[config.mk]
export PLATFORM = sky130hd
export DESIGN_NAME = bcf_front
export DESIGN_NICKNAME = d
export VERILOG_FILES = /design/src/hw/rtl/bcf_pkg.sv /design/src/hw/rtl/bcf_front.sv
export SDC_FILE = /design/constraint.sdc
export NUM_CORES = 2
export LEC_CHECK = 0
export BUFFER_PORTS_ARGS = -buffer_cell sky130_fd_sc_hd__buf_4
export CORE_MARGIN = 3
export CORE_UTILIZATION = 40
export CTS_CLUSTER_SIZE = 8
export DETAILED_ROUTE_END_ITERATION = 10
export GPL_ROUTABILITY_DRIVEN = 0
export GPL_TIMING_DRIVEN = 0
export SYNTH_ARGS = -nofsm -noshare
export SYNTH_HDL_FRONTEND = slang
export SYNTH_SLANG_ARGS = --single-unit
[constraint.sdc]
create_clock -name clk -period 10.9 [get_ports clk]
set_clock_uncertainty 0.1 [all_clocks]
set_input_delay 1.635 -clock clk [delete_from_list [all_inputs] [get_ports clk]]
set_output_delay 1.635 -clock clk [all_outputs]
set_load 0.1 [all_outputs]
[src/hw/rtl/bcf_pkg.sv]
// bcf_pkg: types, register indexes and constants shared by the compensation filter
// used by bcf_front, bcf_queue, bcf_back, the top level and the checker
`default_nettype none

package bcf_pkg;

	typedef struct packed {
		logic [19:0] raw_pressure;
		logic [19:0] raw_temperature;
	} bcf_in_t;

	typedef struct packed {
		logic signed [14:0] temperature_centi_c;
		logic        [24:0] pressure_q24_8;
		logic               pressure_invalid;
	} bcf_out_t;

	// register file contents handed to front and back
	typedef struct packed {
		logic [47:0] temp_cal;
		logic [47:0] press_a;
		logic [47:0] press_b;
		logic [47:0] press_c;
		logic        filt_en;
		logic [2:0]  filt_log2;
	} bcf_cfg_t;

	// item after temperature compensation, waiting for the pressure sequencer
	typedef struct packed {
		logic        [19:0] raw_pressure;
		logic signed [19:0] t_fine;
		logic signed [14:0] temperature;
	} bcf_work_t;

	typedef enum logic [4:0] {
		ST_IDLE, ST_SQ, ST_V2A, ST_V2B, ST_V2C, ST_V1A, ST_V1B,
		ST_PA, ST_PB, ST_PC, ST_NCHK, ST_N1, ST_N2, ST_N3,
		ST_DCHK, ST_DIV, ST_SGN, ST_Q1, ST_Q2, ST_Q3, ST_Q4, ST_OUT
	} bcf_state_t;

	localparam logic [2:0] CFG_TEMP_CAL  = 3'd0;
	localparam logic [2:0] CFG_PRESS_A   = 3'd1;
	localparam logic [2:0] CFG_PRESS_B   = 3'd2;
	localparam logic [2:0] CFG_PRESS_C   = 3'd3;
	localparam logic [2:0] CFG_FILT_EN   = 3'd4;
	localparam logic [2:0] CFG_FILT_LOG2 = 3'd5;

	localparam logic signed [23:0] TFINE_MIN = -24'sd204800;
	localparam logic signed [23:0] TFINE_MAX = 24'sd435200;
	localparam logic signed [19:0] TFINE_REF = 20'sd128000;
	localparam logic [24:0]        PQ_MAX    = 25'h1FF_FFFF;
	localparam logic [36:0]        Q_LIMIT   = 37'h10_0000_0000;
	localparam logic [24:0]        DIV_SCALE = 25'd3125;
	localparam logic [5:0]         DIV_STEPS = 6'd36;
	localparam logic [20:0]        P_FULL    = 21'd1048576;

endpackage

`default_nettype wire

[src/hw/rtl/bcf_front.sv]
// bcf_front: four-stage temperature compensation pipeline, produces t_fine and temperature
// depends on bcf_pkg
`default_nettype none

module bcf_front import bcf_pkg::*; (
	input  wire logic      clk,
	input  wire logic      arst_n,
	input  wire bcf_cfg_t  cfg,
	input  wire logic      in_valid,
	output logic           in_stall,
	input  wire bcf_in_t   in_item,
	output logic           push_valid,
	input  wire logic      push_ready,
	output bcf_work_t      push_item
);

	logic               adv;
	logic               v_s1, v_s2, v_s3, v_s4;
	logic [19:0]        rp_s1, rp_s2, rp_s3;
	logic signed [17:0] d1_s1;
	logic signed [16:0] x_s1;
	logic signed [33:0] v1m_s2, xx_s2;
	logic signed [22:0] v1_s3;
	logic signed [37:0] w_s3;
	bcf_work_t          work_s4;
	logic [15:0]        t1;
	logic signed [15:0] t2, t3;
	logic signed [23:0] tf_raw;
	logic signed [19:0] tf_sat;
	logic signed [22:0] tf5;

	assign t1 = cfg.temp_cal[15:0];
	assign t2 = $signed(cfg.temp_cal[31:16]);
	assign t3 = $signed(cfg.temp_cal[47:32]);

	// whole pipe moves unless the last stage is blocked by a full queue
	assign adv        = !(v_s4 && !push_ready);
	assign in_stall   = !adv;
	assign push_valid = v_s4;
	assign push_item  = work_s4;

	always_comb begin
		tf_raw = 24'(v1_s3) + 24'(w_s3[37:14]);
		if (tf_raw < TFINE_MIN) begin
			tf_sat = 20'(TFINE_MIN);
		end else if (tf_raw > TFINE_MAX) begin
			tf_sat = 20'(TFINE_MAX);
		end else begin
			tf_sat = tf_raw[19:0];
		end
		tf5 = (23'(tf_sat) <<< 2) + 23'(tf_sat) + 23'sd128;
	end

	always_ff @(posedge clk or negedge arst_n) begin
		if (!arst_n) begin
			v_s1 <= 1'b0;
			v_s2 <= 1'b0;
			v_s3 <= 1'b0;
			v_s4 <= 1'b0;
		end else if (adv) begin
			v_s1 <= in_valid;
			v_s2 <= v_s1;
			v_s3 <= v_s2;
			v_s4 <= v_s3;
		end
	end

	always_ff @(posedge clk) begin
		if (adv) begin
			rp_s1  <= in_item.raw_pressure;
			d1_s1  <= $signed({1'b0, in_item.raw_temperature[19:3]}) - $signed({1'b0, t1, 1'b0});
			x_s1   <= $signed({1'b0, in_item.raw_temperature[19:4]}) - $signed({1'b0, t1});
			rp_s2  <= rp_s1;
			v1m_s2 <= d1_s1 * t2;
			xx_s2  <= x_s1 * x_s1;
			rp_s3  <= rp_s2;
			v1_s3  <= v1m_s2[33:11];
			w_s3   <= $signed(xx_s2[33:12]) * t3;
			work_s4.raw_pressure <= rp_s3;
			work_s4.t_fine       <= tf_sat;
			work_s4.temperature  <= tf5[22:8];
		end
	end

endmodule

`default_nettype wire

# == Yosys cells after proc, flatten, opt, wreduce, memory -nomap -nowiden ==
# Index checks and enable logic that the tools add are counted.
# classes
n_addsub,5
mul,3
order_cmp,2
mux,2
reduce_logical,2
# op_table
cell,count
20-bit 2-to-1 mux,2
22-bit by 16-bit multiplier with 38-bit output,1
17-bit by 17-bit multiplier with 34-bit output,1
18-bit by 16-bit multiplier with 34-bit output,1
24-bit adder,1
24-bit by 20-bit > comparator with 1-bit output (second input constant),1
24-bit by 19-bit < comparator with 1-bit output (second input constant),1
22-bit by 20-bit adder with 23-bit output,1
23-bit by 9-bit adder with 23-bit output (second input constant),1
17-bit by 17-bit subtractor with 18-bit output,1
16-bit by 16-bit subtractor with 17-bit output,1
1-bit logical AND,1
1-bit logical NOT,1
# word_totals
regBits,283
in_bits,240
out_inout_bits,57
word_cells,30

# == Depth between registers and ports, before layout ==
# logic_depth
ltp_word,6
mapped_depth,28
mapped_depth_nobuf,27

# == Worst setup path before layout ==
# OpenSTA, ideal clock, no wires.
# synth_path
path_kind,input to register
startpoint,in cfg[168] in the netlist's numbering
endpoint,"reg v1m_s2[33], data pin"
setup_ns,0.260
arrival_time_ns,7.862
required_time_ns,10.540
path_slack_ns,2.679
cell_stages,27
n_path_buf,2
cell_sequence,clkbuf_1 clkbuf_1 nand2_1 fa_1 inv_1 fa_1 inv_1 fa_1 fa_1 inv_1 fa_1 inv_1 fa_1 inv_1 ha_1 o21ai_0 nand2b_1 and2_1 a2111oi_0 o32ai_1 nand3_1 a21boi_1 nand3_1 a21boi_1 o41a_1 a21oi_1 xnor2_1
# synth_between
elab_chain_cells,1
# synth_lines
element,line,rtl
"start, declared",bcf_front.sv:8,"input wire bcf_cfg_t cfg,"
18-bit by 16-bit multiplier with 34-bit output,bcf_front.sv:74,v1m_s2 <= d1_s1 * t2;
"end signal, assigned",bcf_front.sv:74,
"end, declared",bcf_front.sv:22,"logic signed [33:0] v1m_s2, xx_s2;"
# No other way between the ends.
# A chain may end at the register's enable or synchronous reset.

# == Worst setup path in the final report ==
# layout_path
startpoint,in cfg[183] in the netlist's numbering
endpoint,"reg w_s3[36], data pin"
# layout_between
elab_chain_cells,1
# layout_lines
element,line,rtl
22-bit by 16-bit multiplier with 38-bit output,bcf_front.sv:78,w_s3 <= $signed(xx_s2[33:12]) * t3;
"end signal, assigned",bcf_front.sv:78,
"end, declared",bcf_front.sv:24,logic signed [37:0] w_s3;
# No other way between the ends.

==> results.txt <==
----------------------------------------------------
[Status]
  Status ... complete, no violations

[Finish]
  Share of layout cells above drive strength 1 ... 0.0488
  Total Nets Final ... 5788
  Commonest non-fill, non-tap cell in the layout ... inv_1
  Leading cell types in the layout, fill and taps excluded ... inv_1, fa_1, nand2_1, ha_1, and2_1
  Area grow syn2layout ... 9.16%

[Floorplan]
  CORE AREA ... 104000 sq um
  Initial Util ... 0.404
  Width of the die ... 329 um
  Number of core rows ... 118
  Full die area ... 109000 sq um
  Number of top-level design ports ... 297
  Vertical die dimension ... 329 um

[Setup path]
  Worst R2R End ... w_s3[36]
  Source of the worst register-to-register timing path ... xx_s2[20]
  Maximum single-stage delay on the critical path ... 0.69 ns
  Kind of cell adding the most delay to the critical path ... adder cells
  Slowest library cell on the worst path ... a221oi_1
  Kind of launch point of the worst setup path ... input pin
  Cell with the most instances on the worst path ... fa_1
  Crit end category ... flip-flop
  Register-to-register path setup slack ... 2.19 ns
  CP Max Fanout ... 10
  Data arrival, critical path ... 9.50 ns
  Startpoint-to-endpoint class of the critical path ... in2reg
  R2R cell count ... 25
  Count of buffering cells on the critical path with inverters included ... 7
  Crit path required time ... 11.08 ns
  Count of cell instances traversed by the critical path ... 26

[Synthesis]
  Post-synth top flop ... edfxtp_1
  Post-synth ARST share ... 0.0175
  Number of enable-type register cells in the synthesized netlist ... 225
  Total standard cell area after synthesis ... 41800 sq um
  Synthesized Nets ... 5612
  Yosys reg bits ... 229
  Mean area per synthesized cell ... 10.1 sq um
  Yosys warning count ... 0
  Cell count after synthesis ... 4132
  Share of synthesized area occupied by flip-flops and latches ... 0.164
  Count of distinct cell types in the synthesized netlist ... 69

[Global route]
  Vias in the first global route ... 30195
  Wire length of the first global-routing pass ... 168000 um
  Largest net degree at the start of global routing ... 126
  All-Layer GR Usage ... 0.200
  Antenna violations before repair ... 8
  Leftover overflow at the end of global routing ... 0

[Route]
  Average wire per standard cell ... 18.2 um
  Overall routed net length ... 104000 um
  Violation count after the first detailed-routing iteration ... 1738
  Via Count ... 27933
  Via density per instance ... 4.90
  Post-route DRC ... 0
  1st-pass router iterations ... 6
  Antenna Nets Post-Route ... 0

[Clock network]
  Clock sink count ... 229
  Number of buffers on the longest clock path ... 3
  Number of buffers added for setup after CTS ... 0
  Number of buffers inserted by hold repair at cts ... 0
  Clock transition at the register clock pins on the worst setup and hold paths after CTS ... 0.06 ns
  Cts repair resizes ... 0
  Clock latency reported for the late side of the worst-skew pair ... 0.55 ns
  CTS H-tree depth ... 2
  CTS buffer count ... 36
  TritonCTS clock tree ... built
  Clock root buffer ... clkbuf_16

[Timing]
  Clock period minus final worst setup slack ... 9.32 ns
  RSZ-0062 raised after global routing ... false
  Slew Viols, Final ... 0
  Count of final hold-check violations ... 0
  Sum of negative setup slack ... 0 ns
  Setup ws final ... 1.58 ns
  Final setup vio count ... 0
  Relative slew margins ... 0.320
  Transition time at the pin with the least slew margin ... 1.01 ns
  Max Clock Freq ... 0.107 GHz
  Final cycle utilization of the critical path ... 0.855

[Place]
  # port buffers ... 137
  Estimated wirelength of the detail-placed design ... 86900 um
  Pre-CTS worst setup slack ... 0.955 ns

[Min path]
  Hold_sp ... v1m_s2[31]
  Worst hold path endpoint ... v1_s3[20]
  Hold Path Depth ... 0
  Min-Delay Path Class ... reg2reg

[Run]
  Number of violations of the max-capacitance limit ... 0

----------------------------------------------------
[Yosys cell counts (all sizes together), types with 6 or more instances]
cell type,n,share of area
xnor2,99,0.021
clkbuf,132,0.012
and2,317,0.047
o21ai,47,0.0056
nor2b,35,0.0052
xor2,34,0.0071
fa,906,0.43
a21boi,11,0.0020
a21o,32,0.0057
ha,334,0.10
or2,11,0.0016
o21bai,7,0.0013
nand3,19,0.0023
nand2,472,0.042
o21a,15,0.0027
inv,1045,0.094
o31ai,6,0.0014
a211oi,7,0.0015
nor2,114,0.010
nand4,9,0.0013
a31oi,11,0.0020
a21oi,81,0.0099
edfxtp,225,0.16
buf,7,0.00069
nor3,23,0.0028
nand2b,48,0.0072
o211ai,11,0.0021
and3,14,0.0021
[cell families after synthesis]
family,count (synthesis),synth area share
simple gates,1076,0.125
fa+ha+maj,1240,0.533
flops,229,0.164
compound gates,265,0.0424
xor+xnor,133,0.0280
mux,4,0.00108
buf+inv,1185,0.106
[area by class of cell]
| type | count | area (sq um) |
|---|---|---|
| plain buffers | 139 | 524 |
| multi-input cells | 2718 | 30500 |
| well taps | 1380 | 1730 |
| clock inverters | 7 | 101 |
| diodes | 3 | 7.51 |
| flip-flops and latches | 229 | 6860 |
| repair buffers | 138 | 1060 |
| inverters | 1046 | 3930 |
| fillers | 9992 | 58000 |
| clock buffers | 45 | 935 |
[state kept, by name, indices dropped and copies added (netlist names)]
register	flops
rp_s2	20
w_s3	24
rp_s1	20
push_item	55
d1_s1	18
v1_s3	23
v1m_s2	23
v_s3	1
xx_s2	22
rp_s3	20
v_s2	1
v_s1	1
push_valid	1
[worst max path at each step]
| stage | start | end | slack [ns] |
|---|---|---|---|
| finish | cfg[183] | w_s3[36] | 1.58 |
| global route | cfg[183] | w_s3[36] | 0.95 |
| CTS | cfg[183] | w_s3[36] | 1.51 |
| detailed placement | cfg[183] | w_s3[36] | 0.96 |
| global placement | cfg[181] | w_s3[36] | 0.96 |
| floorplan | cfg[168] | v1m_s2[33] | 2.68 |
[per-layer routing]
metal  track usage  wire [um]  vias up
li1              -          -    12681
met1         0.273      44400    14159
met2         0.328      48300      932
met3        0.0395       8500      153
met4        0.0473       2770        8
met5             0         58        -
[metrics by stage]
| step | hold slack, ns | std cells | utilization | cell area [sq um] |
|---|---|---|---|---|
| after global placement | 0.300 | 5649 | 0.430 | 44600 |
| after CTS | 0.291 | 5702 | 0.441 | 45700 |
| after detailed placement | 0.305 | 5650 | 0.431 | 44600 |
| final | 0.290 | 5705 | 0.441 | 45700 |
| after floorplan | 0.300 | 4132 | - | 41800 |
| after global routing | 0.296 | 5702 | 0.441 | 45700 |
Power is left out: the tool's default activity adds up to more than one toggle a clock period on the data nets, which glitch-free logic cannot reach.
