File: config.mk
export PLATFORM = sky130hd
export DESIGN_NAME = bcf_back
export DESIGN_NICKNAME = d
export VERILOG_FILES = /design/src/hw/rtl/bcf_pkg.sv /design/src/hw/rtl/bcf_back.sv
export SDC_FILE = /design/constraint.sdc
export NUM_CORES = 2
export LEC_CHECK = 0
export BUFFER_PORTS_ARGS = -buffer_cell sky130_fd_sc_hd__buf_2
export CAP_MARGIN = 20
export CORE_MARGIN = 2
export CORE_UTILIZATION = 50
export DETAILED_ROUTE_END_ITERATION = 10
export GPL_ROUTABILITY_DRIVEN = 0
export PLACE_DENSITY = 0.67
export SLEW_MARGIN = 10
export SYNTH_ARGS = -nofsm -noshare
export SYNTH_HDL_FRONTEND = slang
export SYNTH_SLANG_ARGS = --single-unit
File: constraint.sdc
create_clock -name clk -period 32.9 [get_ports clk]
set_input_delay 6.58 -clock clk [delete_from_list [all_inputs] [get_ports clk]]
set_output_delay 6.58 -clock clk [all_outputs]
set_load 0.05 [all_outputs]
File: src/hw/rtl/bcf_pkg.sv
// bcf_pkg: types, register indexes and constants shared by the compensation filter
// used by bcf_front, bcf_queue, bcf_back, the top level and the checker
`default_nettype none

package bcf_pkg;

	typedef struct packed {
		logic [19:0] raw_pressure;
		logic [19:0] raw_temperature;
	} bcf_in_t;

	typedef struct packed {
		logic signed [14:0] temperature_centi_c;
		logic        [24:0] pressure_q24_8;
		logic               pressure_invalid;
	} bcf_out_t;

	// register file contents handed to front and back
	typedef struct packed {
		logic [47:0] temp_cal;
		logic [47:0] press_a;
		logic [47:0] press_b;
		logic [47:0] press_c;
		logic        filt_en;
		logic [2:0]  filt_log2;
	} bcf_cfg_t;

	// item after temperature compensation, waiting for the pressure sequencer
	typedef struct packed {
		logic        [19:0] raw_pressure;
		logic signed [19:0] t_fine;
		logic signed [14:0] temperature;
	} bcf_work_t;

	typedef enum logic [4:0] {
		ST_IDLE, ST_SQ, ST_V2A, ST_V2B, ST_V2C, ST_V1A, ST_V1B,
		ST_PA, ST_PB, ST_PC, ST_NCHK, ST_N1, ST_N2, ST_N3,
		ST_DCHK, ST_DIV, ST_SGN, ST_Q1, ST_Q2, ST_Q3, ST_Q4, ST_OUT
	} bcf_state_t;

	localparam logic [2:0] CFG_TEMP_CAL  = 3'd0;
	localparam logic [2:0] CFG_PRESS_A   = 3'd1;
	localparam logic [2:0] CFG_PRESS_B   = 3'd2;
	localparam logic [2:0] CFG_PRESS_C   = 3'd3;
	localparam logic [2:0] CFG_FILT_EN   = 3'd4;
	localparam logic [2:0] CFG_FILT_LOG2 = 3'd5;

	localparam logic signed [23:0] TFINE_MIN = -24'sd204800;
	localparam logic signed [23:0] TFINE_MAX = 24'sd435200;
	localparam logic signed [19:0] TFINE_REF = 20'sd128000;
	localparam logic [24:0]        PQ_MAX    = 25'h1FF_FFFF;
	localparam logic [36:0]        Q_LIMIT   = 37'h10_0000_0000;
	localparam logic [24:0]        DIV_SCALE = 25'd3125;
	localparam logic [5:0]         DIV_STEPS = 6'd36;
	localparam logic [20:0]        P_FULL    = 21'd1048576;

endpackage

`default_nettype wire

File: src/hw/rtl/bcf_back.sv
// bcf_back: pressure sequencer with one shared multiplier, bit-serial divider,
// running filter and output register; depends on bcf_pkg
`default_nettype none

module bcf_back import bcf_pkg::*; (
	input  wire logic      clk,
	input  wire logic      arst_n,
	input  wire bcf_cfg_t  cfg,
	input  wire logic      pop_valid,
	output logic           pop_ready,
	input  wire bcf_work_t pop_item,
	output logic           out_valid,
	input  wire logic      out_stall,
	output bcf_out_t       out_item
);

	bcf_state_t         state_q, state_nx;
	logic signed [39:0] mul_a;
	logic signed [24:0] mul_b;
	logic signed [64:0] prod_q;

	logic [19:0]        adcp_q;
	logic signed [14:0] temp_q;
	logic signed [19:0] vf_q;
	logic signed [37:0] sq_q;
	logic signed [55:0] acc_q, v2_q;
	logic [63:0]        m_q;
	logic [30:0]        vm_q, rem_q;
	logic [53:0]        dm_q;
	logic               dneg_q;
	logic [65:0]        n_q;
	logic [36:0]        nlo_q, quo_q;
	logic [5:0]         cnt_q;
	logic signed [37:0] p_q;
	logic signed [39:0] v1c_q;
	logic [24:0]        pc_q, filt_q;
	logic               inv_q;
	logic               out_valid_q;
	bcf_out_t           out_q;

	logic [15:0]        p1;
	logic signed [15:0] p2, p3, p4, p5, p6, p7, p8, p9;
	logic [20:0]        pmag;
	logic signed [56:0] dval, dabs;
	logic [30:0]        vm_nx;
	logic [31:0]        trial;
	logic               ge;
	logic signed [41:0] psum, pfin;
	logic [24:0]        pclamp;
	logic [29:0]        fsum;
	logic [24:0]        pq;
	logic               filt_on, out_free;

	assign p1 = cfg.press_a[15:0];
	assign p2 = $signed(cfg.press_a[31:16]);
	assign p3 = $signed(cfg.press_a[47:32]);
	assign p4 = $signed(cfg.press_b[15:0]);
	assign p5 = $signed(cfg.press_b[31:16]);
	assign p6 = $signed(cfg.press_b[47:32]);
	assign p7 = $signed(cfg.press_c[15:0]);
	assign p8 = $signed(cfg.press_c[31:16]);
	assign p9 = $signed(cfg.press_c[47:32]);

	assign out_free  = !out_valid_q || !out_stall;
	assign out_valid = out_valid_q;
	assign out_item  = out_q;

	// pressure numerator and divisor
	always_comb begin
		pmag  = P_FULL - {1'b0, adcp_q};
		dval  = $signed({5'b0, pmag, 31'b0}) - 57'(v2_q);
		dabs  = dval[56] ? -dval : dval;
		vm_nx = m_q[63:33];
	end

	// one restoring division step
	always_comb begin
		trial = {rem_q, nlo_q[36]};
		ge    = trial >= {1'b0, vm_q};
	end

	// final sum, clamp and running filter
	always_comb begin
		psum = 42'(p_q) + 42'(v1c_q) + 42'($signed(prod_q[58:19]));
		pfin = 42'(psum >>> 8) + (42'(p7) <<< 4);
		if (pfin < 42'sd0) begin
			pclamp = '0;
		end else if (pfin > $signed({17'b0, PQ_MAX})) begin
			pclamp = PQ_MAX;
		end else begin
			pclamp = pfin[24:0];
		end
		filt_on = cfg.filt_en && cfg.filt_log2 != 3'd0 && cfg.filt_log2 <= 3'd4;
		fsum    = ({5'b0, filt_q} << cfg.filt_log2) - {5'b0, filt_q} + {5'b0, pc_q};
		if (inv_q) begin
			pq = '0;
		end else if (filt_on) begin
			pq = 25'(fsum >> cfg.filt_log2);
		end else begin
			pq = pc_q;
		end
	end

	always_comb begin
		state_nx = state_q;
		unique case (state_q)
			ST_IDLE: if (pop_valid) state_nx = ST_SQ;
			ST_SQ:   state_nx = ST_V2A;
			ST_V2A:  state_nx = ST_V2B;
			ST_V2B:  state_nx = ST_V2C;
			ST_V2C:  state_nx = ST_V1A;
			ST_V1A:  state_nx = ST_V1B;
			ST_V1B:  state_nx = ST_PA;
			ST_PA:   state_nx = ST_PB;
			ST_PB:   state_nx = ST_PC;
			ST_PC:   state_nx = ST_NCHK;
			ST_NCHK: state_nx = (vm_nx == '0) ? ST_OUT : ST_N1;
			ST_N1:   state_nx = ST_N2;
			ST_N2:   state_nx = ST_N3;
			ST_N3:   state_nx = ST_DCHK;
			ST_DCHK: state_nx = ({2'b0, n_q[65:37]} >= vm_q) ? ST_SGN : ST_DIV;
			ST_DIV:  if (cnt_q == '0) state_nx = ST_SGN;
			ST_SGN:  state_nx = ST_Q1;
			ST_Q1:   state_nx = ST_Q2;
			ST_Q2:   state_nx = ST_Q3;
			ST_Q3:   state_nx = ST_Q4;
			ST_Q4:   state_nx = ST_OUT;
			ST_OUT:  if (out_free) state_nx = ST_IDLE;
			default: state_nx = ST_IDLE;
		endcase
	end

	// multiplier operand selection and queue pop
	always_comb begin
		mul_a     = '0;
		mul_b     = '0;
		pop_ready = 1'b0;
		unique case (state_q)
			ST_IDLE: pop_ready = 1'b1;
			ST_SQ: begin
				mul_a = 40'(vf_q);
				mul_b = 25'(vf_q);
			end
			ST_V2A: begin
				mul_a = $signed(prod_q[39:0]);
				mul_b = 25'(p6);
			end
			ST_V2B: begin
				mul_a = 40'(vf_q);
				mul_b = 25'(p5);
			end
			ST_V2C: begin
				mul_a = 40'(sq_q);
				mul_b = 25'(p3);
			end
			ST_V1A: begin
				mul_a = 40'(vf_q);
				mul_b = 25'(p2);
			end
			ST_PA: begin
				mul_a = $signed({16'b0, acc_q[23:0]});
				mul_b = $signed({9'b0, p1});
			end
			ST_PB: begin
				mul_a = $signed({16'b0, acc_q[47:24]});
				mul_b = $signed({9'b0, p1});
			end
			ST_N1: begin
				mul_a = $signed({13'b0, dm_q[26:0]});
				mul_b = $signed(DIV_SCALE);
			end
			ST_N2: begin
				mul_a = $signed({13'b0, dm_q[53:27]});
				mul_b = $signed(DIV_SCALE);
			end
			ST_Q1: begin
				mul_a = 40'(p9);
				mul_b = p_q[37:13];
			end
			ST_Q2: begin
				mul_a = $signed(prod_q[39:0]);
				mul_b = p_q[37:13];
			end
			ST_Q3: begin
				mul_a = 40'(p_q);
				mul_b = 25'(p8);
			end
			default: begin
				mul_a = '0;
				mul_b = '0;
			end
		endcase
	end

	always_ff @(posedge clk or negedge arst_n) begin
		if (!arst_n) begin
			state_q     <= ST_IDLE;
			out_valid_q <= 1'b0;
			filt_q      <= '0;
		end else begin
			state_q <= state_nx;
			if (state_q == ST_OUT && out_free) begin
				out_valid_q <= 1'b1;
				if (!inv_q) begin
					filt_q <= pq;
				end
			end else if (!out_stall) begin
				out_valid_q <= 1'b0;
			end
		end
	end

	always_ff @(posedge clk) begin
		prod_q <= mul_a * mul_b;
		unique case (state_q)
			ST_IDLE: begin
				adcp_q <= pop_item.raw_pressure;
				temp_q <= pop_item.temperature;
				vf_q   <= pop_item.t_fine - TFINE_REF;
			end
			ST_V2A: sq_q  <= prod_q[37:0];
			ST_V2B: acc_q <= $signed(prod_q[55:0]) + (56'(p4) <<< 35);
			ST_V2C: acc_q <= acc_q + ($signed(prod_q[55:0]) <<< 17);
			ST_V1A: begin
				v2_q  <= acc_q;
				acc_q <= $signed(prod_q[63:8]) + 56'sd140737488355328;
			end
			ST_V1B: acc_q <= acc_q + ($signed(prod_q[55:0]) <<< 12);
			ST_PB:  m_q   <= prod_q[63:0];
			ST_PC:  m_q   <= m_q + {prod_q[39:0], 24'b0};
			ST_NCHK: begin
				inv_q  <= vm_nx == '0;
				vm_q   <= vm_nx;
				dm_q   <= dabs[53:0];
				dneg_q <= dval[56];
			end
			ST_N2: n_q <= {26'b0, prod_q[39:0]};
			ST_N3: n_q <= n_q + {prod_q[38:0], 27'b0};
			ST_DCHK: begin
				// quotient of 2^37 or more saturates at once
				quo_q <= Q_LIMIT;
				rem_q <= {2'b0, n_q[65:37]};
				nlo_q <= n_q[36:0];
				cnt_q <= DIV_STEPS;
			end
			ST_DIV: begin
				rem_q <= ge ? 31'(trial - {1'b0, vm_q}) : trial[30:0];
				quo_q <= {quo_q[35:0], ge};
				nlo_q <= {nlo_q[35:0], 1'b0};
				cnt_q <= cnt_q - 1'b1;
			end
			ST_SGN: begin
				if (quo_q[36]) begin
					p_q <= dneg_q ? -$signed({1'b0, Q_LIMIT}) : $signed({1'b0, Q_LIMIT});
				end else begin
					p_q <= dneg_q ? -$signed({1'b0, quo_q}) : $signed({1'b0, quo_q});
				end
			end
			ST_Q3: v1c_q <= prod_q[64:25];
			ST_Q4: pc_q  <= pclamp;
			ST_OUT: begin
				if (out_free) begin
					out_q.temperature_centi_c <= temp_q;
					out_q.pressure_q24_8      <= pq;
					out_q.pressure_invalid    <= inv_q;
				end
			end
			default: begin
			end
		endcase
	end

endmodule

`default_nettype wire

# ---- After elaboration in Yosys (flattened, before gate mapping)
# Index checks and enable logic that the tools add are counted.
dict set report totals {
  output_inout_bits 43
  word_cells 126
  reg_bits 773
  in_bits 255
}
dict set report classes {
  n_shift 2
  n_lt_le_gt_ge 5
  mux 26
  mul 1
  bitwise_logic 1
  addsub 18
  n_reduce_logical 22
  n_eq_ne 25
}
# op count
set op_table {}
lappend op_table {{$pmux W40 S9} 1}
lappend op_table {{$pmux W25 S9} 1}
lappend op_table {{$pmux W56 S4} 1}
lappend op_table {{$pmux W37 S2} 2}
lappend op_table {{$pmux W66 S2} 1}
lappend op_table {{$pmux W64 S2} 1}
lappend op_table {{$mux W38} 3}
lappend op_table {{$add A56 B56 Y56} 2}
lappend op_table {{$pmux W5 S22} 1}
lappend op_table {{$mux W25} 3}
lappend op_table {{$add A66 B66 Y66} 1}
lappend op_table {{$mul A40 B25 Y65} 1}
lappend op_table {{$add A64 B64 Y64} 1}
lappend op_table {{$pmux W31 S2} 1}
lappend op_table {{$sub A53 B56 Y57} 1}
lappend op_table {{$add A56 B49 Y56 const B} 1}
lappend op_table {{$add A56 B51 Y56} 1}
lappend op_table {{$mux W54} 1}
lappend op_table {{$neg A54 Y54} 1}
lappend op_table {{$add A41 B40 Y42} 1}
lappend op_table {{$add A38 B40 Y41} 1}
lappend op_table {{$eq A5 B4 Y1 const B} 8}
lappend op_table {{$neg A37 Y38} 1}
lappend op_table {{$add A34 B20 Y35} 1}
lappend op_table {{other kinds (37)} 63}

# ---- Depth between registers and ports, before layout
dict set report depth {
  word_depth 6
  ltp_mapped 40
  depth_no_buf 35
}

# ---- Worst setup path after synthesis
# No wires, ideal clock.
dict set report synth_timing {
  path_type {input port to flip-flop}
  start {in cfg[51] in the netlist's numbering}
  end {reg prod_q[63]}
  path_stages 28
  arrival_ns 14.449
  setup_time_ns 0.118
  t_required_ns 32.782
  path_buffers 2
  setup_slack_ns 18.333
  path_cell_list {nand2_1 > nand2_1 > clkbuf_1 > nor4_1 > nor2_1 > fa_1 > fa_1 > fa_1 > fa_1 > fa_1 > fa_1 > inv_1 > fa_1 > inv_1 > ha_1 > clkbuf_1 > and3_1 > nand4_1 > or3_1 > o2bb2ai_1 > nor3_1 > o21ai_0 > a21oi_1 > o21a_1 > o21a_1 > o31ai_1 > a21oi_1 > xnor2_1}
}
dict set report synth_between {
  elab_chain_len 2
}
# item line_no
set synth_lines {}
lappend synth_lines {{from (decl)} bcf_back.sv:8} ;# input wire bcf_cfg_t cfg,
lappend synth_lines {{$pmux W40 S9} bcf_back.sv:138} ;# unique case (state_q)
lappend synth_lines {{$mul A40 B25 Y65} bcf_back.sv:214} ;# prod_q <= mul_a * mul_b;
lappend synth_lines {{to (signal assigned)} bcf_back.sv:214}
lappend synth_lines {{to (decl)} bcf_back.sv:20} ;# logic signed [64:0] prod_q;
# Every way passes these cells.
# A chain may end at the register's enable or synchronous reset.

# ---- Final worst setup path
dict set report layout_timing {
  start {in cfg[21] in the netlist's numbering}
  end {reg prod_q[63]}
}
dict set report layout_between {
  elab_chain_len 2
}
# item line_no
set layout_lines {}
lappend layout_lines {{$pmux W25 S9} bcf_back.sv:138}
lappend layout_lines {{$mul A40 B25 Y65} bcf_back.sv:214}
# Every way passes these cells.

==> qor.txt <==
Post-CTS setup buffer count - 0
Die W - 417 microns
Worst skew pair latency - 750 ps
Most frequent cells in the layout - inv_1, nand2_1, fa_1
DR pass1 iterations - 11
Post-route setup TNS - 0 ps
Cell taking the most area after synthesis - fa_1
EDFF count, synth - 653
Initial Util - 50.4%
Number of port buffers - 249
Die height - 417 microns
Final instance area - 92900 sq um
Synthesized area - 85400 sq um
DP HPWL - 232 mm
Worst-Margin Slew - 1380 ps
Status - finished, violations left
Post-route ant nets - 0
Syn Nets - 11.0k
Hold Buf Count CTS - 0
Layout Skew - 66.0 ps
Share of layout cells above drive strength 1 - 7.92%
Vias in the first global route - 71.6k
Gr ovfl total - 0
First-pass GRT wire length - 455 mm
Type of origin of the critical path - primary input
Peak Freq - 63.2 MHz
Synth Instances - 9105
Min cycle time layout - 15820 ps
Cts repair resizes - 0
CP Max Fanout - 40
Worst-path clk slew - 60 ps
Worst EP arrival - 16510 ps
Yosys warning count - 0
Overall Global Routing Usage - 35.4%
Area Overhead vs Synth - 8.83%
Pins Over Slew Limit - 0
Crit path top cell by count - fa_1
CTS root buf - clkbuf_16
Most common cell after layout, fill and taps aside - inv_1
Num CTS Buffers - 88
CTS tree - done
DR WL/cell - 26.6 microns
Post-synth ARST share - 4.14%
Area post-placement - 89900 sq um
Worst hold path type - register to register
CP required - 33580 ps
Slowest Stage Delay on Critical Path - 770 ps
Full die area - 174000 sq um
Initial antenna violation count - 17
Final design utilization - 54.8%
MaxCap Viol Count - 0
# IOs - 298
Remaining DRCs - 3
Final worst-path cycle share - 48.1%
Unrepaired setup endpoints after global routing - no
Failing checks - design-rule violations
CP max-delay cell - a311oi_1
Top cell type's share of synthesized area - 25.2%
Slew HR - 8.26%
Final wirelength - 307 mm
Iteration-0 DRC Markers - 8052
Largest net degree at the start of global routing - 76
Nets - 11.1k
WS Path Type - primary input to register
Synth top area cells - fa_1, edfxtp_1, ha_1, inv_1, nand2_1
Max H-tree Level - 3
Clock buffer depth - 3
Via-to-Cell Ratio - 6.18
Unique masters post-synth - 89
CP Capture Type - register
Count of endpoints failing setup in the final report - 0
CTS sink cnt - 749
Avg Synthesized Cell Area - 9.38 sq um
Core area - 169000 sq um
Synth Flop Type - edfxtp_1
Register area share after synthesis - 25.4%
Rows - 151
Vias - 71.6k
Final hold vios - 0
Flops & latches, synth - 749
## cells by family (layout without fill, tap and decap cells)
logic type	Yosys count	in the layout	synth area share, %
XOR/XNOR	486	486	4.98
AND/OR/NAND/NOR	2783	2783	14.5
adder cells (fa/ha/maj)	1611	1611	33.0
AO/OA/AOI/OAI	1713	1713	13.3
multiplexers	96	96	1.42
buffers and inverters	1667	1910	7.35
flip-flops	749	749	25.4
other	0	12	0
## final cells by class
| class | count | area [sq um] |
|---|---|---|
| timing repair buffer | 462 | 2900 |
| inverter | 1284 | 4820 |
| clock buffer | 106 | 2310 |
| tap | 2218 | 2780 |
| fill | 15000 | 76500 |
| multi-input combinational | 6689 | 57800 |
| sequential | 749 | 21700 |
| antenna | 12 | 30.0 |
| clock inverter | 58 | 594 |
## worst paths after layout
path                                        startpoint                      to  slack, ps  cells after the start
worst max-delay path                           cfg[21]      prod_q[63]$_DFF_P_      17080                     32
worst min-delay path               temp_q[5]$_DFFE_PP_  out_item[31]$_DFFE_PP_        410                      0
worst max register to register  state_q[0]$_DFFE_PN0P_      prod_q[63]$_DFF_P_      20130                     33
worst min register to register     temp_q[5]$_DFFE_PP_  out_item[31]$_DFFE_PP_        410                      0
max in group asynchronous                       arst_n  filt_q[22]$_DFFE_PN0P_      26180                      1
min in group asynchronous                       arst_n  state_q[2]$_DFFE_PN0P_       6050                      1
## registers in the layout (all words and copies together), names as in the netlist, 40 cells and up
register  flops
n_q          66
acc_q        56
prod_q       65
out_item     41
m_q          40
dm_q         54
v1c_q        40
v2_q         56
## cells in the mapped netlist, types with 35 or more instances
cell type / count
a221oi_1: 39
xnor2_1: 290
o21ai_0: 335
o21a_1: 69
o21bai_1: 46
a22oi_1: 72
edfxtp_1: 653
and3_1: 50
xor2_1: 196
or3_1: 48
a211oi_1: 53
clkbuf_1: 340
nor4_1: 49
nor3_1: 125
a31oi_1: 61
o31ai_1: 54
nand4_1: 69
a21oi_1: 435
nand2b_1: 75
buf_1: 35
nand3_1: 101
dfxtp_1: 65
mux2i_1: 63
nor2_1: 785
a21o_1: 226
fa_1: 1074
and2_1: 103
nand2_1: 1187
ha_1: 537
nor2b_1: 60
inv_1: 1283
a22o_1: 69
## worst max-delay path, delay by kind of cell
| kind | cells | cell delay, ps |
|---|---|---|
| AOI/OAI and AO/OA | 11 | 3320 |
| xor gates and xnor gates | 1 | 130 |
| adders and majority gates | 8 | 3840 |
| buffers and inverters | 8 | 960 |
| and+or+nand+nor | 4 | 1650 |
## per-stage QoR
step                      std cells  worst slack [ps]  hold WS, ps
final                         11600             17080          415
after global routing          11600             16750          419
after CTS                     11600             17400          414
after floorplan                9105             18330          386
after detailed placement      11400             16640          401
after global placement        11400             16780          391
## layer usage
| layer | global-route usage (%) | up-vias | share of wire [%] |
|---|---|---|---|
| met2 | 51.8 | 4302 | 42 |
| li1 | - | 30900 | - |
| met1 | 43.1 | 35200 | 35 |
| met3 | 10.3 | 1189 | 12 |
| met4 | 29.7 | 12 | 10 |
| met5 | 0.917 | - | 0.10 |
Power is not shown: default switching activity piles up to over one toggle a cycle in this logic, so the estimate is an artifact.
