===== config.mk =====
export PLATFORM = sky130hd
export DESIGN_NAME = bcf_queue
export DESIGN_NICKNAME = d
export VERILOG_FILES = /design/src/hw/rtl/bcf_pkg.sv /design/src/hw/rtl/bcf_queue.sv
export SDC_FILE = /design/constraint.sdc
export NUM_CORES = 1
export LEC_CHECK = 0
export ABC_AREA = 1
export BUFFER_PORTS_ARGS = -buffer_cell sky130_fd_sc_hd__buf_2
export CORE_AREA = 2 2 107 109
export CTS_BUF_LIST = sky130_fd_sc_hd__clkbuf_16
export CTS_CLUSTER_DIAMETER = 50
export DETAILED_ROUTE_END_ITERATION = 10
export DIE_AREA = 0 0 109 111
export SYNTH_ARGS = -nofsm -noshare
export SYNTH_HDL_FRONTEND = slang
export SYNTH_SLANG_ARGS = --single-unit

===== constraint.sdc =====
create_clock -name clk -period 7.1 [get_ports clk]
set_input_delay 0 -clock clk [delete_from_list [all_inputs] [get_ports clk]]
set_output_delay 0 -clock clk [all_outputs]
set_load 0.05 [all_outputs]

===== src/hw/rtl/bcf_pkg.sv =====
// bcf_pkg: types, register indexes and constants shared by the compensation filter
// used by bcf_front, bcf_queue, bcf_back, the top level and the checker
`default_nettype none

package bcf_pkg;

	typedef struct packed {
		logic [19:0] raw_pressure;
		logic [19:0] raw_temperature;
	} bcf_in_t;

	typedef struct packed {
		logic signed [14:0] temperature_centi_c;
		logic        [24:0] pressure_q24_8;
		logic               pressure_invalid;
	} bcf_out_t;

	// register file contents handed to front and back
	typedef struct packed {
		logic [47:0] temp_cal;
		logic [47:0] press_a;
		logic [47:0] press_b;
		logic [47:0] press_c;
		logic        filt_en;
		logic [2:0]  filt_log2;
	} bcf_cfg_t;

	// item after temperature compensation, waiting for the pressure sequencer
	typedef struct packed {
		logic        [19:0] raw_pressure;
		logic signed [19:0] t_fine;
		logic signed [14:0] temperature;
	} bcf_work_t;

	typedef enum logic [4:0] {
		ST_IDLE, ST_SQ, ST_V2A, ST_V2B, ST_V2C, ST_V1A, ST_V1B,
		ST_PA, ST_PB, ST_PC, ST_NCHK, ST_N1, ST_N2, ST_N3,
		ST_DCHK, ST_DIV, ST_SGN, ST_Q1, ST_Q2, ST_Q3, ST_Q4, ST_OUT
	} bcf_state_t;

	localparam logic [2:0] CFG_TEMP_CAL  = 3'd0;
	localparam logic [2:0] CFG_PRESS_A   = 3'd1;
	localparam logic [2:0] CFG_PRESS_B   = 3'd2;
	localparam logic [2:0] CFG_PRESS_C   = 3'd3;
	localparam logic [2:0] CFG_FILT_EN   = 3'd4;
	localparam logic [2:0] CFG_FILT_LOG2 = 3'd5;

	localparam logic signed [23:0] TFINE_MIN = -24'sd204800;
	localparam logic signed [23:0] TFINE_MAX = 24'sd435200;
	localparam logic signed [19:0] TFINE_REF = 20'sd128000;
	localparam logic [24:0]        PQ_MAX    = 25'h1FF_FFFF;
	localparam logic [36:0]        Q_LIMIT   = 37'h10_0000_0000;
	localparam logic [24:0]        DIV_SCALE = 25'd3125;
	localparam logic [5:0]         DIV_STEPS = 6'd36;
	localparam logic [20:0]        P_FULL    = 21'd1048576;

endpackage

`default_nettype wire


===== src/hw/rtl/bcf_queue.sv =====
// bcf_queue: small flop queue between temperature front and pressure back
// depends on bcf_pkg
`default_nettype none

module bcf_queue import bcf_pkg::*; #(
	parameter int DEPTH = 2
) (
	input  wire logic      clk,
	input  wire logic      arst_n,
	input  wire logic      push_valid,
	output logic           push_ready,
	input  wire bcf_work_t push_item,
	output logic           pop_valid,
	input  wire logic      pop_ready,
	output bcf_work_t      pop_item
);

	localparam int PW = (DEPTH > 1) ? $clog2(DEPTH) : 1;
	localparam int CW = $clog2(DEPTH + 1);

	bcf_work_t        mem_q [DEPTH];
	logic [PW-1:0]    wr_q, rd_q;
	logic [CW-1:0]    cnt_q;
	logic             do_push, do_pop;

	assign push_ready = cnt_q != CW'(DEPTH);
	assign pop_valid  = cnt_q != '0;
	assign pop_item   = mem_q[rd_q];
	assign do_push    = push_valid && push_ready;
	assign do_pop     = pop_valid && pop_ready;

	always_ff @(posedge clk or negedge arst_n) begin
		if (!arst_n) begin
			wr_q  <= '0;
			rd_q  <= '0;
			cnt_q <= '0;
		end else begin
			if (do_push) begin
				wr_q <= (wr_q == PW'(DEPTH - 1)) ? '0 : wr_q + 1'b1;
			end
			if (do_pop) begin
				rd_q <= (rd_q == PW'(DEPTH - 1)) ? '0 : rd_q + 1'b1;
			end
			if (do_push && !do_pop) begin
				cnt_q <= cnt_q + 1'b1;
			end else if (do_pop && !do_push) begin
				cnt_q <= cnt_q - 1'b1;
			end
		end
	end

	always_ff @(posedge clk) begin
		if (do_push) begin
			mem_q[wr_q] <= push_item;
		end
	end

endmodule

`default_nettype wire


### Word level (Yosys, flattened, before mapping)

Memory sizes are Yosys's and may differ from the RTL's.
Cells that the tools add are included.

* $add $sub $neg: 4
* equality and inequality tests: 1
* muxes and demuxes: 6
* reduce and logical (&&, ||, !) cells: 8

Operator list (count)
* $logic_and 1x1->1: 4
* $mux 1: 4
* $mux 2: 2
* $reduce_bool 2->1: 2
* $add 1x1->1 const B: 2
* $add 2x1->2 const B: 1
* $logic_not 1->1: 2
* $ne 2x2->1 const B: 1
* $sub 2x1->2 const B: 1

* flip-flop bits (word level): 4
* memory bits (writable): 110
* input bits: 59
* output and inout bits: 57
* logic and storage cells: 23
* memories kept: 1

Memory list
* mem_q: depth 2, bits a word 55, read ports 1, clocked after memory_dff 0, wr ports 1, RTL line bcf_queue.sv:21 `bcf_work_t mem_q [DEPTH];`

### Longest topological paths before layout

Gate-level depths: netlist of run 1.

* depth in word-level cells: 6
* mapped depth: 10

### Worst setup path before layout of run 1

No wires, ideal clock.

* path kind: register to register
* start point: register cnt_q[0]
* end point: memory mem_q[0][0] (netlist name), enable pin
* arrival: 3324 ps
* data required time: 6632 ps
* path slack: 3308 ps
* stages on the path, launching flop included: 5
* cell sequence: dfrtp_1 -> inv_1 -> nand2_1 -> nand2_1 -> nor2_1

* longest elaborated chain between the ends: 4

Ends and longest elaborated chain
* from (decl): RTL line bcf_queue.sv:23 `logic [CW-1:0] cnt_q;`
* from (signal assigned): RTL line bcf_queue.sv:45 `cnt_q <= cnt_q + 1'b1;`
* from (signal assigned): RTL line bcf_queue.sv:47 `cnt_q <= cnt_q - 1'b1;`
* $ne 2x2->1: RTL line bcf_queue.sv:26 `assign push_ready = cnt_q != CW'(DEPTH);`
* net push_ready: RTL line bcf_queue.sv:11 `output logic push_ready,`
* $logic_and 1x1->1: RTL line bcf_queue.sv:29 `assign do_push = push_valid && push_ready;`
* $mux 1: RTL line bcf_queue.sv:53 `if (do_push) begin`
* $mux 1 (implied by the code): RTL line bcf_queue.sv:54 `mem_q[wr_q] <= push_item;`
* to (decl): RTL line bcf_queue.sv:21

The timed path passes the listed nets, and every way through them passes these cells.

==> results.cfg, run 1 <==
[setup_path]
path_cells = buf_4 > inv_2 > nand2_1 > nand2_1 > buf_2
critPathMaxStageDelay_ns = 0.79
crit_top_cell = nand2_1
crit_slowest_cell = inv_2
cp.arrival_ns = 2.41
worstSetupPathType = reg2out
worst_setup_path_start_kind = register
path_max_fanout = 57
end_kind = output pin
required_ns = 7.10

[route]
first_pass_iters = 4
drt_iter0_drc = 138
via_count = 2821
viasPerCell = 4.313
routed_wl_mm = 8.246
post_drt_wl_per_cell_microns = 12.61
drc = 0
ant_nets = 0

[clock_tree]
cts_tree = done
htreeDepth = 4
cts_root_buf = clkbuf_16
clkLatencyLatePin_ns = 0.40
clkTransAtPathRegs_ns = 0.05
cts.repair.resized = 0
numCtsBuffers = 17
clockBufferDepth = 2
clock_sinks = 114

[grt]
grt_pass1_wl_mm = 13.03
grt_overflow = 0
grt_max_degree = 58
grt_antenna_before_repair = 0
grt_usage = 0.1441
first_global_vias = 2821

[yosys]
ys.flop_type = edfxtp_1
synthTopCellsByArea = edfxtp_1 78%, nand2_1 15%, dfrtp_1 2.4%
synthMuxAreaShare = 0
ys_ff_latch = 114
yosys.area.top_type = edfxtp_1
synth.distinct_cells = 14
synth_top_family_by_area = simple AND/OR/NAND/NOR gates
yosys_warnings = 0
synth.avg_cell_area_sq_um = 13.47
netlist_area_sq_um = 4255
yosys-top-cells-count = 175 x nand2_1, 110 x edfxtp_1, 8 x buf_6
yosysTopAreaCellShare = 0.7762
synth_edf_count = 110
synth_cells = 316
synth_simple_gate_area_frac = 0.1600
async_reset_ff_frac = 0.03509
syn_nets = 376
synth_compound_area_frac = 0
seq_area_frac_synth = 0.7998
synthAdderAreaFrac = 0.002940
synth_xor_xnor_area_share = 0.004116
yosysMostFrequentCell = nand2_1

[timing]
period_minus_slack_ns = 2.411
whs_ns = 0.05877
tightest_slew_ns = 0.9590
final_max_slew_viol_count = 0
worst_slack_ns = 4.689
fin_skew_ns = 0.004258
relSlewSlack = 0.3598
setup-tns-final_ns = 0
max_freq_ghz = 0.4147
rsz0062_at_grt = false
setup_viol = 0
finalHoldViolCount = 0
period_share = 0.3396

[power_and_ir_drop]
power.leakage_nw = 2.661
powerDensity_nw_per_um2 = 501.6
ir_worst_vdd_mv = 0.2395

[floorplanning]
core-area_sq_um = 11080
die_area_sq_um = 12100
die_y_microns = 111
fp.dieW_microns = 109
core.rowCount = 39
start_util = 0.3842
io-pin-count = 116

[finish]
diodes = 0
fillers = 892
final_nets = 559
stdcell_count = 654
syn_to_final_growth_pct = 44.16
drive_gt1_frac = 0.2916

[place]
post-dp-hpwl_mm = 4.602
placed_cells = 565
place_congestion = 0.6670
portBuffers = 115
dp_slack_ns = 4.827

[status]
status = completed

[hold_path]
hp-class = in2reg

[run]
drv_cap = 0
==> power by group <==
group          total, mW  internal, mW  switching, mW  leakage [nW]
sequential         0.960         0.923         0.0363          1.07
clock              0.887         0.612          0.275         0.302
combinational       1.23         0.247          0.984          1.29
total               3.08          1.78           1.30          2.66
==> cell families after synthesis <==
group / Yosys count
buffers and inverters: 19
flip-flops: 114
AND/OR/NAND/NOR: 180
XOR/XNOR: 2
adder cells (fa/ha/maj): 1
==> flip-flops by register name, summed over array words and instances (netlist names) <==
register,flops
wr_q,1
rd_q,1
mem_q,110
cnt_q,2
==> placed cells by master (no fill, tap or decap) <==
cell	count
buf_2	115
buf_4	3
bufinv_16	5
clkbuf_16	17
clkinv_1	3
clkinv_2	3
clkinvlp_4	2
dfrtp_1	3
dfrtp_2	1
dlygate4sd3_1	58
edfxtp_1	110
ha_1	1
inv_1	7
inv_2	1
nand2_1	175
nand3_1	2
nand4_1	1
nor2_4	2
xnor2_1	1
xor2_1	1
==> area by class of cell <==
cell class / count / area (sq um) / area share
repair buffers: 176 / 1179 / 0.1921
flip-flops and latches: 114 / 3405 / 0.5550
inverters: 7 / 26.28 / 0.004283
clock inverters: 14 / 195.2 / 0.03182
well taps: 143 / 178.9 / 0.02917
multi-input cells: 183 / 725.7 / 0.1183
clock buffers: 17 / 425.4 / 0.06935
==> final timing paths <==
path	startpoint	end	slack (ns)	depth (start not counted)
worst min register to register	cnt_q[1]$_DFFE_PN0P_	cnt_q[1]$_DFFE_PN0P_	0.50	2
min in group asynchronous	arst_n	wr_q$_DFFE_PN0P_	0.53	3
worst max register to register	cnt_q[0]$_DFFE_PN0P_	mem_q[0][38]$_DFFE_PP_	4.88	5
worst min-delay path	push_valid	wr_q$_DFFE_PN0P_	0.06	3
max in group asynchronous	arst_n	rd_q$_DFFE_PN0P_	6.37	3
worst max-delay path	rd_q$_DFFE_PN0P_	pop_item[0]	4.69	5
==> routing by layer <==
metal / GRT usage / vias to the layer above / wire [microns]
li1: - / 1426 / -
met1: 0.1648 / 1289 / 3548
met2: 0.2389 / 92 / 4105
met3: 0.05232 / 14 / 473
met4: 0.06496 / 0 / 119
met5: 0 / - / 0
==> worst max-delay path, delay by kind of cell, from the launching register on <==
kind                   cells  cell delay (ns)
buffers and inverters      3             1.38
DFF                        1             0.38
and+or+nand+nor            2             0.24
==> what timing repair did <==
action | in CTS | in global routing
hold endpoints to repair | 115 | 0
hold buffers | 58 | 0
endpoints found under the setup margin | 0 | 0
setup buffers | 0 | 0
==> through the flow <==
stage | utilization | cell area (sq um) | power, mW
floorplan | - | 4255 | 1.949
global placement | 0.4454 | 4933 | 2.188
detailed placement | 0.4454 | 4933 | 2.196
CTS | 0.5538 | 6135 | 3.114
global route | 0.5538 | 6135 | 3.232
finish | 0.5538 | 6135 | 3.077
(Power assumes the default switching activity.)
==> run 2: changes to the inputs <==
Clock period 7.1 ns to 2.31 ns, I/O delays scaled along.
==> results.cfg, run 2 (synthesis gave the netlist of run 1 again) <==
[finish]
fillers = 908
most-common-layout-cells = 175 x nand2_1, 115 x buf_2, 110 x edfxtp_1
syn_to_final_growth_pct = 43.52
final_nets = 563
drive_gt1_frac = 0.2951
stdcell_count = 658
top_regs = mem_q (110), cnt_q (2)
diodes = 0
final_common_cell = nand2_1
largest_register_ffs = 110
largest-register = mem_q

[clock_tree]
cts_tree = done
htreeDepth = 4
clkLatencyLatePin_ns = 0.40
ctsHoldBuffers = 58
numCtsBuffers = 17
clkTransAtPathRegs_ns = 0.05
clockBufferDepth = 2
cts_setup_buffers = 0
cts.repair.resized = 0
cts_root_buf = clkbuf_16
clock_sinks = 114

[setup_path]
cp_num_buf_inv = 2
path_max_fanout = 37
crit_top_cell = nand2_1
cp.arrival_ns = 1.99
reg2reg_from = cnt_q[0]$_DFFE_PN0P_
rrSetupSlack_ns = 0.62
worst_r2r_path_depth = 5
worst_setup_path_start_kind = register
rr_endpoint = mem_q[1][16]$_DFFE_PP_
path_cells = buf_4 > nand2_1 > nand2_1 > buf_2
end_kind = output pin
path_delay_family = buffers and inverters
required_ns = 2.31
worstSetupPathType = reg2out
crit_slowest_cell = dfrtp_2
critPathMaxStageDelay_ns = 0.64
startpoint = rd_q$_DFFE_PN0P_

[route]
routed_wl_mm = 8.621
via_count = 2850
viasPerCell = 4.331
drc = 0
ant_nets = 0
drt_iter0_drc = 102
first_pass_iters = 4
post_drt_wl_per_cell_microns = 13.10

[hold_path]
worst_hold_path.endpoint = wr_q$_DFFE_PN0P_
hp-class = in2reg
hold_depth = 3
worstHoldStart = push_valid

[timing]
period_minus_slack_ns = 1.991
period_share = 0.8617
rsz0062_at_grt = false
max_freq_ghz = 0.5024
fin_skew_ns = 0.01735
setup_viol = 0
finalHoldViolCount = 0
final_max_slew_viol_count = 0
setup-tns-final_ns = 0
relSlewSlack = 0.6632
tightest_slew_ns = 0.5052
whs_ns = 0.06276

[grt]
grt_pass1_wl_mm = 13.55
grt_overflow = 0
first_global_vias = 2825
grt_antenna_before_repair = 0
grt_max_degree = 39
grt_usage = 0.1501

[floorplanning]
core-area_sq_um = 11080
die_area_sq_um = 12100
die_y_microns = 111
fp.dieW_microns = 109
start_util = 0.3842
core.rowCount = 39
io-pin-count = 116

[place]
placed_cells = 569
post-dp-hpwl_mm = 5.111
place_congestion = 0.7118
portBuffers = 115

[run]
drv_cap = 0

[status]
status = completed

[power_and_ir_drop]
ir_worst_vdd_mv = 0.7759
power.leakage_nw = 2.652
powerDensity_nw_per_um2 = 1507
-- run 2: changes by cell type in the layout (fill, tap and decap cells not counted) --
cell        previous run  this run
buf_4                  3         6
bufinv_16              5         2
buf_12                 0         1
clkinv_4               0         1
clkinvlp_4             2         3
inv_1                  7         8
-- run 2: routing by layer --
metal,share of wire,track usage
met1,0.43,0.1805
met2,0.50,0.2522
met3,0.053,0.04762
met4,0.011,0.05128
met5,0,0
-- run 2: cell type report --
type,instances,area [sq um],area share
Tap cell,143,178.9,0.02930
Timing Repair Buffer,180,1221,0.2000
Sequential cell,114,3405,0.5575
Inverter,7,26.28,0.004302
Clock buffer,17,425.4,0.06966
Clock inverter,14,125.1,0.02049
Multi-Input combinational cell,183,725.7,0.1188
-- run 2: worst max path at each step --
stage / to / slack, ns / cells after the start
finish: pop_item[38] / 0.32 / 4
global route: pop_item[32] / 0.15 / 4
CTS: pop_item[38] / 0.26 / 4
detailed placement: mem_q[1][43]$_DFFE_PP_ / 0.62 / 5
global placement: mem_q[1][19]$_DFFE_PP_ / 0.67 / 5
floorplan: mem_q[0][0]$_DFFE_PP_ / -0.59 / 4
-- run 2: worst min-delay path: cells and delay by family --
kind / cells / cell delay [ns]
and+or+nand+nor: 1 / 0.21
buffers and inverters: 1 / 0.10
xor gates and xnor gates: 1 / 0.11
-- run 2: through the flow --
step	instance area, sq um	worst slack (ns)	total power, mW	utilization
after global placement	4976	0.6669	6.787	0.4492
after CTS	6107	0.2567	9.326	0.5513
after floorplan	4260	-0.5862	5.979	-
after detailed placement	4976	0.6246	6.834	0.4492
final	6107	0.3194	9.203	0.5513
after global routing	6107	0.1527	9.671	0.5513
-- run 2: where the power goes --
part / internal (mW) / total, mW / switching (mW) / leakage [nW]
clock: 1.55 / 2.39 / 0.841 / 0.269
combinational: 0.800 / 3.81 / 3.01 / 1.31
sequential: 2.83 / 3.00 / 0.173 / 1.07
total: 5.18 / 9.20 / 4.02 / 2.65
==> run 3: changes to the inputs <==
Settings changed: MAX_ROUTING_LAYER set to met4.
==> results.cfg, run 3 (synthesis gave the netlist of run 1 again) <==
[status]
status = completed

[clock_tree]
cts_tree = done
clkTransAtPathRegs_ns = 0.05
clockBufferDepth = 2
clkLatencyLatePin_ns = 0.40
numCtsBuffers = 17
clock_sinks = 114
htreeDepth = 4
cts.repair.resized = 0
cts_root_buf = clkbuf_16

[grt]
grt_use_met3 = 0.04350
grt_pass1_wl_mm = 13.57
grt_use_met2 = 0.2522
first_global_vias = 2836
grt_antenna_before_repair = 0
busiest_layer = met2
grt_overflow = 0
met1_usage = 0.1832
grt_max_degree = 39
grt_usage = 0.1544

[power_and_ir_drop]
seqPwrFrac = 0.326
switching_share = 0.4371
clkPwrFrac = 0.260
comb_power_share = 0.414
power.leakage_nw = 2.652
ir_worst_vdd_mv = 0.7760
power_switching_mw = 4.023
total_power_mw = 9.205
powerDensity_nw_per_um2 = 1507
p_int_mw = 5.182

[floorplanning]
fp.dieW_microns = 109
core-area_sq_um = 11080
die_y_microns = 111
start_util = 0.3842
core.rowCount = 39
io-pin-count = 116
die_area_sq_um = 12100

[route]
viasPerCell = 4.334
drc = 0
first_pass_iters = 4
via_count = 2852
drt_iter0_drc = 115
ant_nets = 0
routed_wl_mm = 8.665
post_drt_wl_per_cell_microns = 13.17

[place]
portBuffers = 115
place_congestion = 0.7200
place_area_sq_um = 4976
post-dp-hpwl_mm = 5.111

[run]
drv_cap = 0

[timing]
final_max_slew_viol_count = 0
fin_skew_ns = 0.005473
rsz0062_at_grt = false
relSlewSlack = 0.6632
finalHoldViolCount = 0
tightest_slew_ns = 0.5052
period_share = 0.8589
period_minus_slack_ns = 1.984
setup_viol = 0
max_freq_ghz = 0.5040

[setup_path]
worstSetupPathType = reg2out
end_kind = output pin
worst_setup_path_start_kind = register
path_max_fanout = 37
required_ns = 2.31
cp.arrival_ns = 1.98

[finish]
fin_area_sq_um = 6107
final_nets = 563
drive_gt1_frac = 0.2951
top_regs = mem_q (110), cnt_q (2)
most-common-layout-cells = 175 x nand2_1, 115 x buf_2, 110 x edfxtp_1
final_common_cell = nand2_1
syn_to_final_growth_pct = 43.52
largest-register = mem_q
largest_register_ffs = 110
diodes = 0

[hold_path]
hp-class = in2reg
==> run 3: per-stage QoR <==
| stage | hold WS, ns | setup WS, ns | setup TNS [ns] | util | cells |
|---|---|---|---|---|---|
| after floorplan | -0.2956 | -0.5862 | -64.47 | - | 316 |
| final | 0.06816 | 0.3259 | 0 | 0.5513 | 658 |
| after CTS | 0.05434 | 0.2567 | 0 | 0.5513 | 658 |
| after detailed placement | -0.1888 | 0.6246 | 0 | 0.4492 | 569 |
| after global placement | -0.1878 | 0.6669 | 0 | 0.4492 | 569 |
| after global routing | 0.07398 | 0.1531 | 0 | 0.5513 | 658 |
==> run 3: power groups by stage <==
stage	clock, mW	combinational (mW)	sequential [mW]
detailed placement	0	3.78	3.05
global route	2.53	4.08	3.06
floorplan	0	3.00	2.98
CTS	2.45	3.86	3.01
global placement	0	3.75	3.03
finish	2.39	3.81	3.00
==> run 3: cell type report <==
class | instances | area, sq um
fill | 908 | 4970
sequential | 114 | 3405
clock inverter | 14 | 125.1
multi-input combinational | 183 | 725.7
inverter | 7 | 26.28
clock buffer | 17 | 425.4
timing repair buffer | 180 | 1221
tap | 143 | 178.9
==> run 3: repair_timing <==
item                                    in CTS  in global routing
hold buffers                                58                  0
hold endpoints to repair                   115                  0
buffers inserted                             0                  0
endpoints found under the setup margin       0                  0
==> run 3: worst paths after layout <==
check                                startpoint                endpoint  slack [ns]  cells past startpoint
max                            rd_q$_DFFE_PN0P_            pop_item[27]        0.33                      4
min                                  push_valid        wr_q$_DFFE_PN0P_        0.07                      3
max reg2reg                cnt_q[0]$_DFFE_PN0P_  mem_q[1][16]$_DFFE_PP_        0.63                      5
min reg2reg                cnt_q[1]$_DFFE_PN0P_    cnt_q[1]$_DFFE_PN0P_        0.51                      2
max in group asynchronous                arst_n        rd_q$_DFFE_PN0P_        1.62                      3
min in group asynchronous                arst_n    cnt_q[1]$_DFFE_PN0P_        0.50                      3
==> run 3: worst max-delay path, cell delays in order, from the launching register on <==
cell and delay (ns):
dfrtp_2 0.63, buf_4 0.47, nand2_1 0.11, nand2_1 0.10
buf_2 0.26
==> run 3: metal layers <==
metal	part of all wire	vias up
met5	0	-
li1	-	1435
met1	0.44	1322
met2	0.50	85
met4	0.011	0
met3	0.051	10
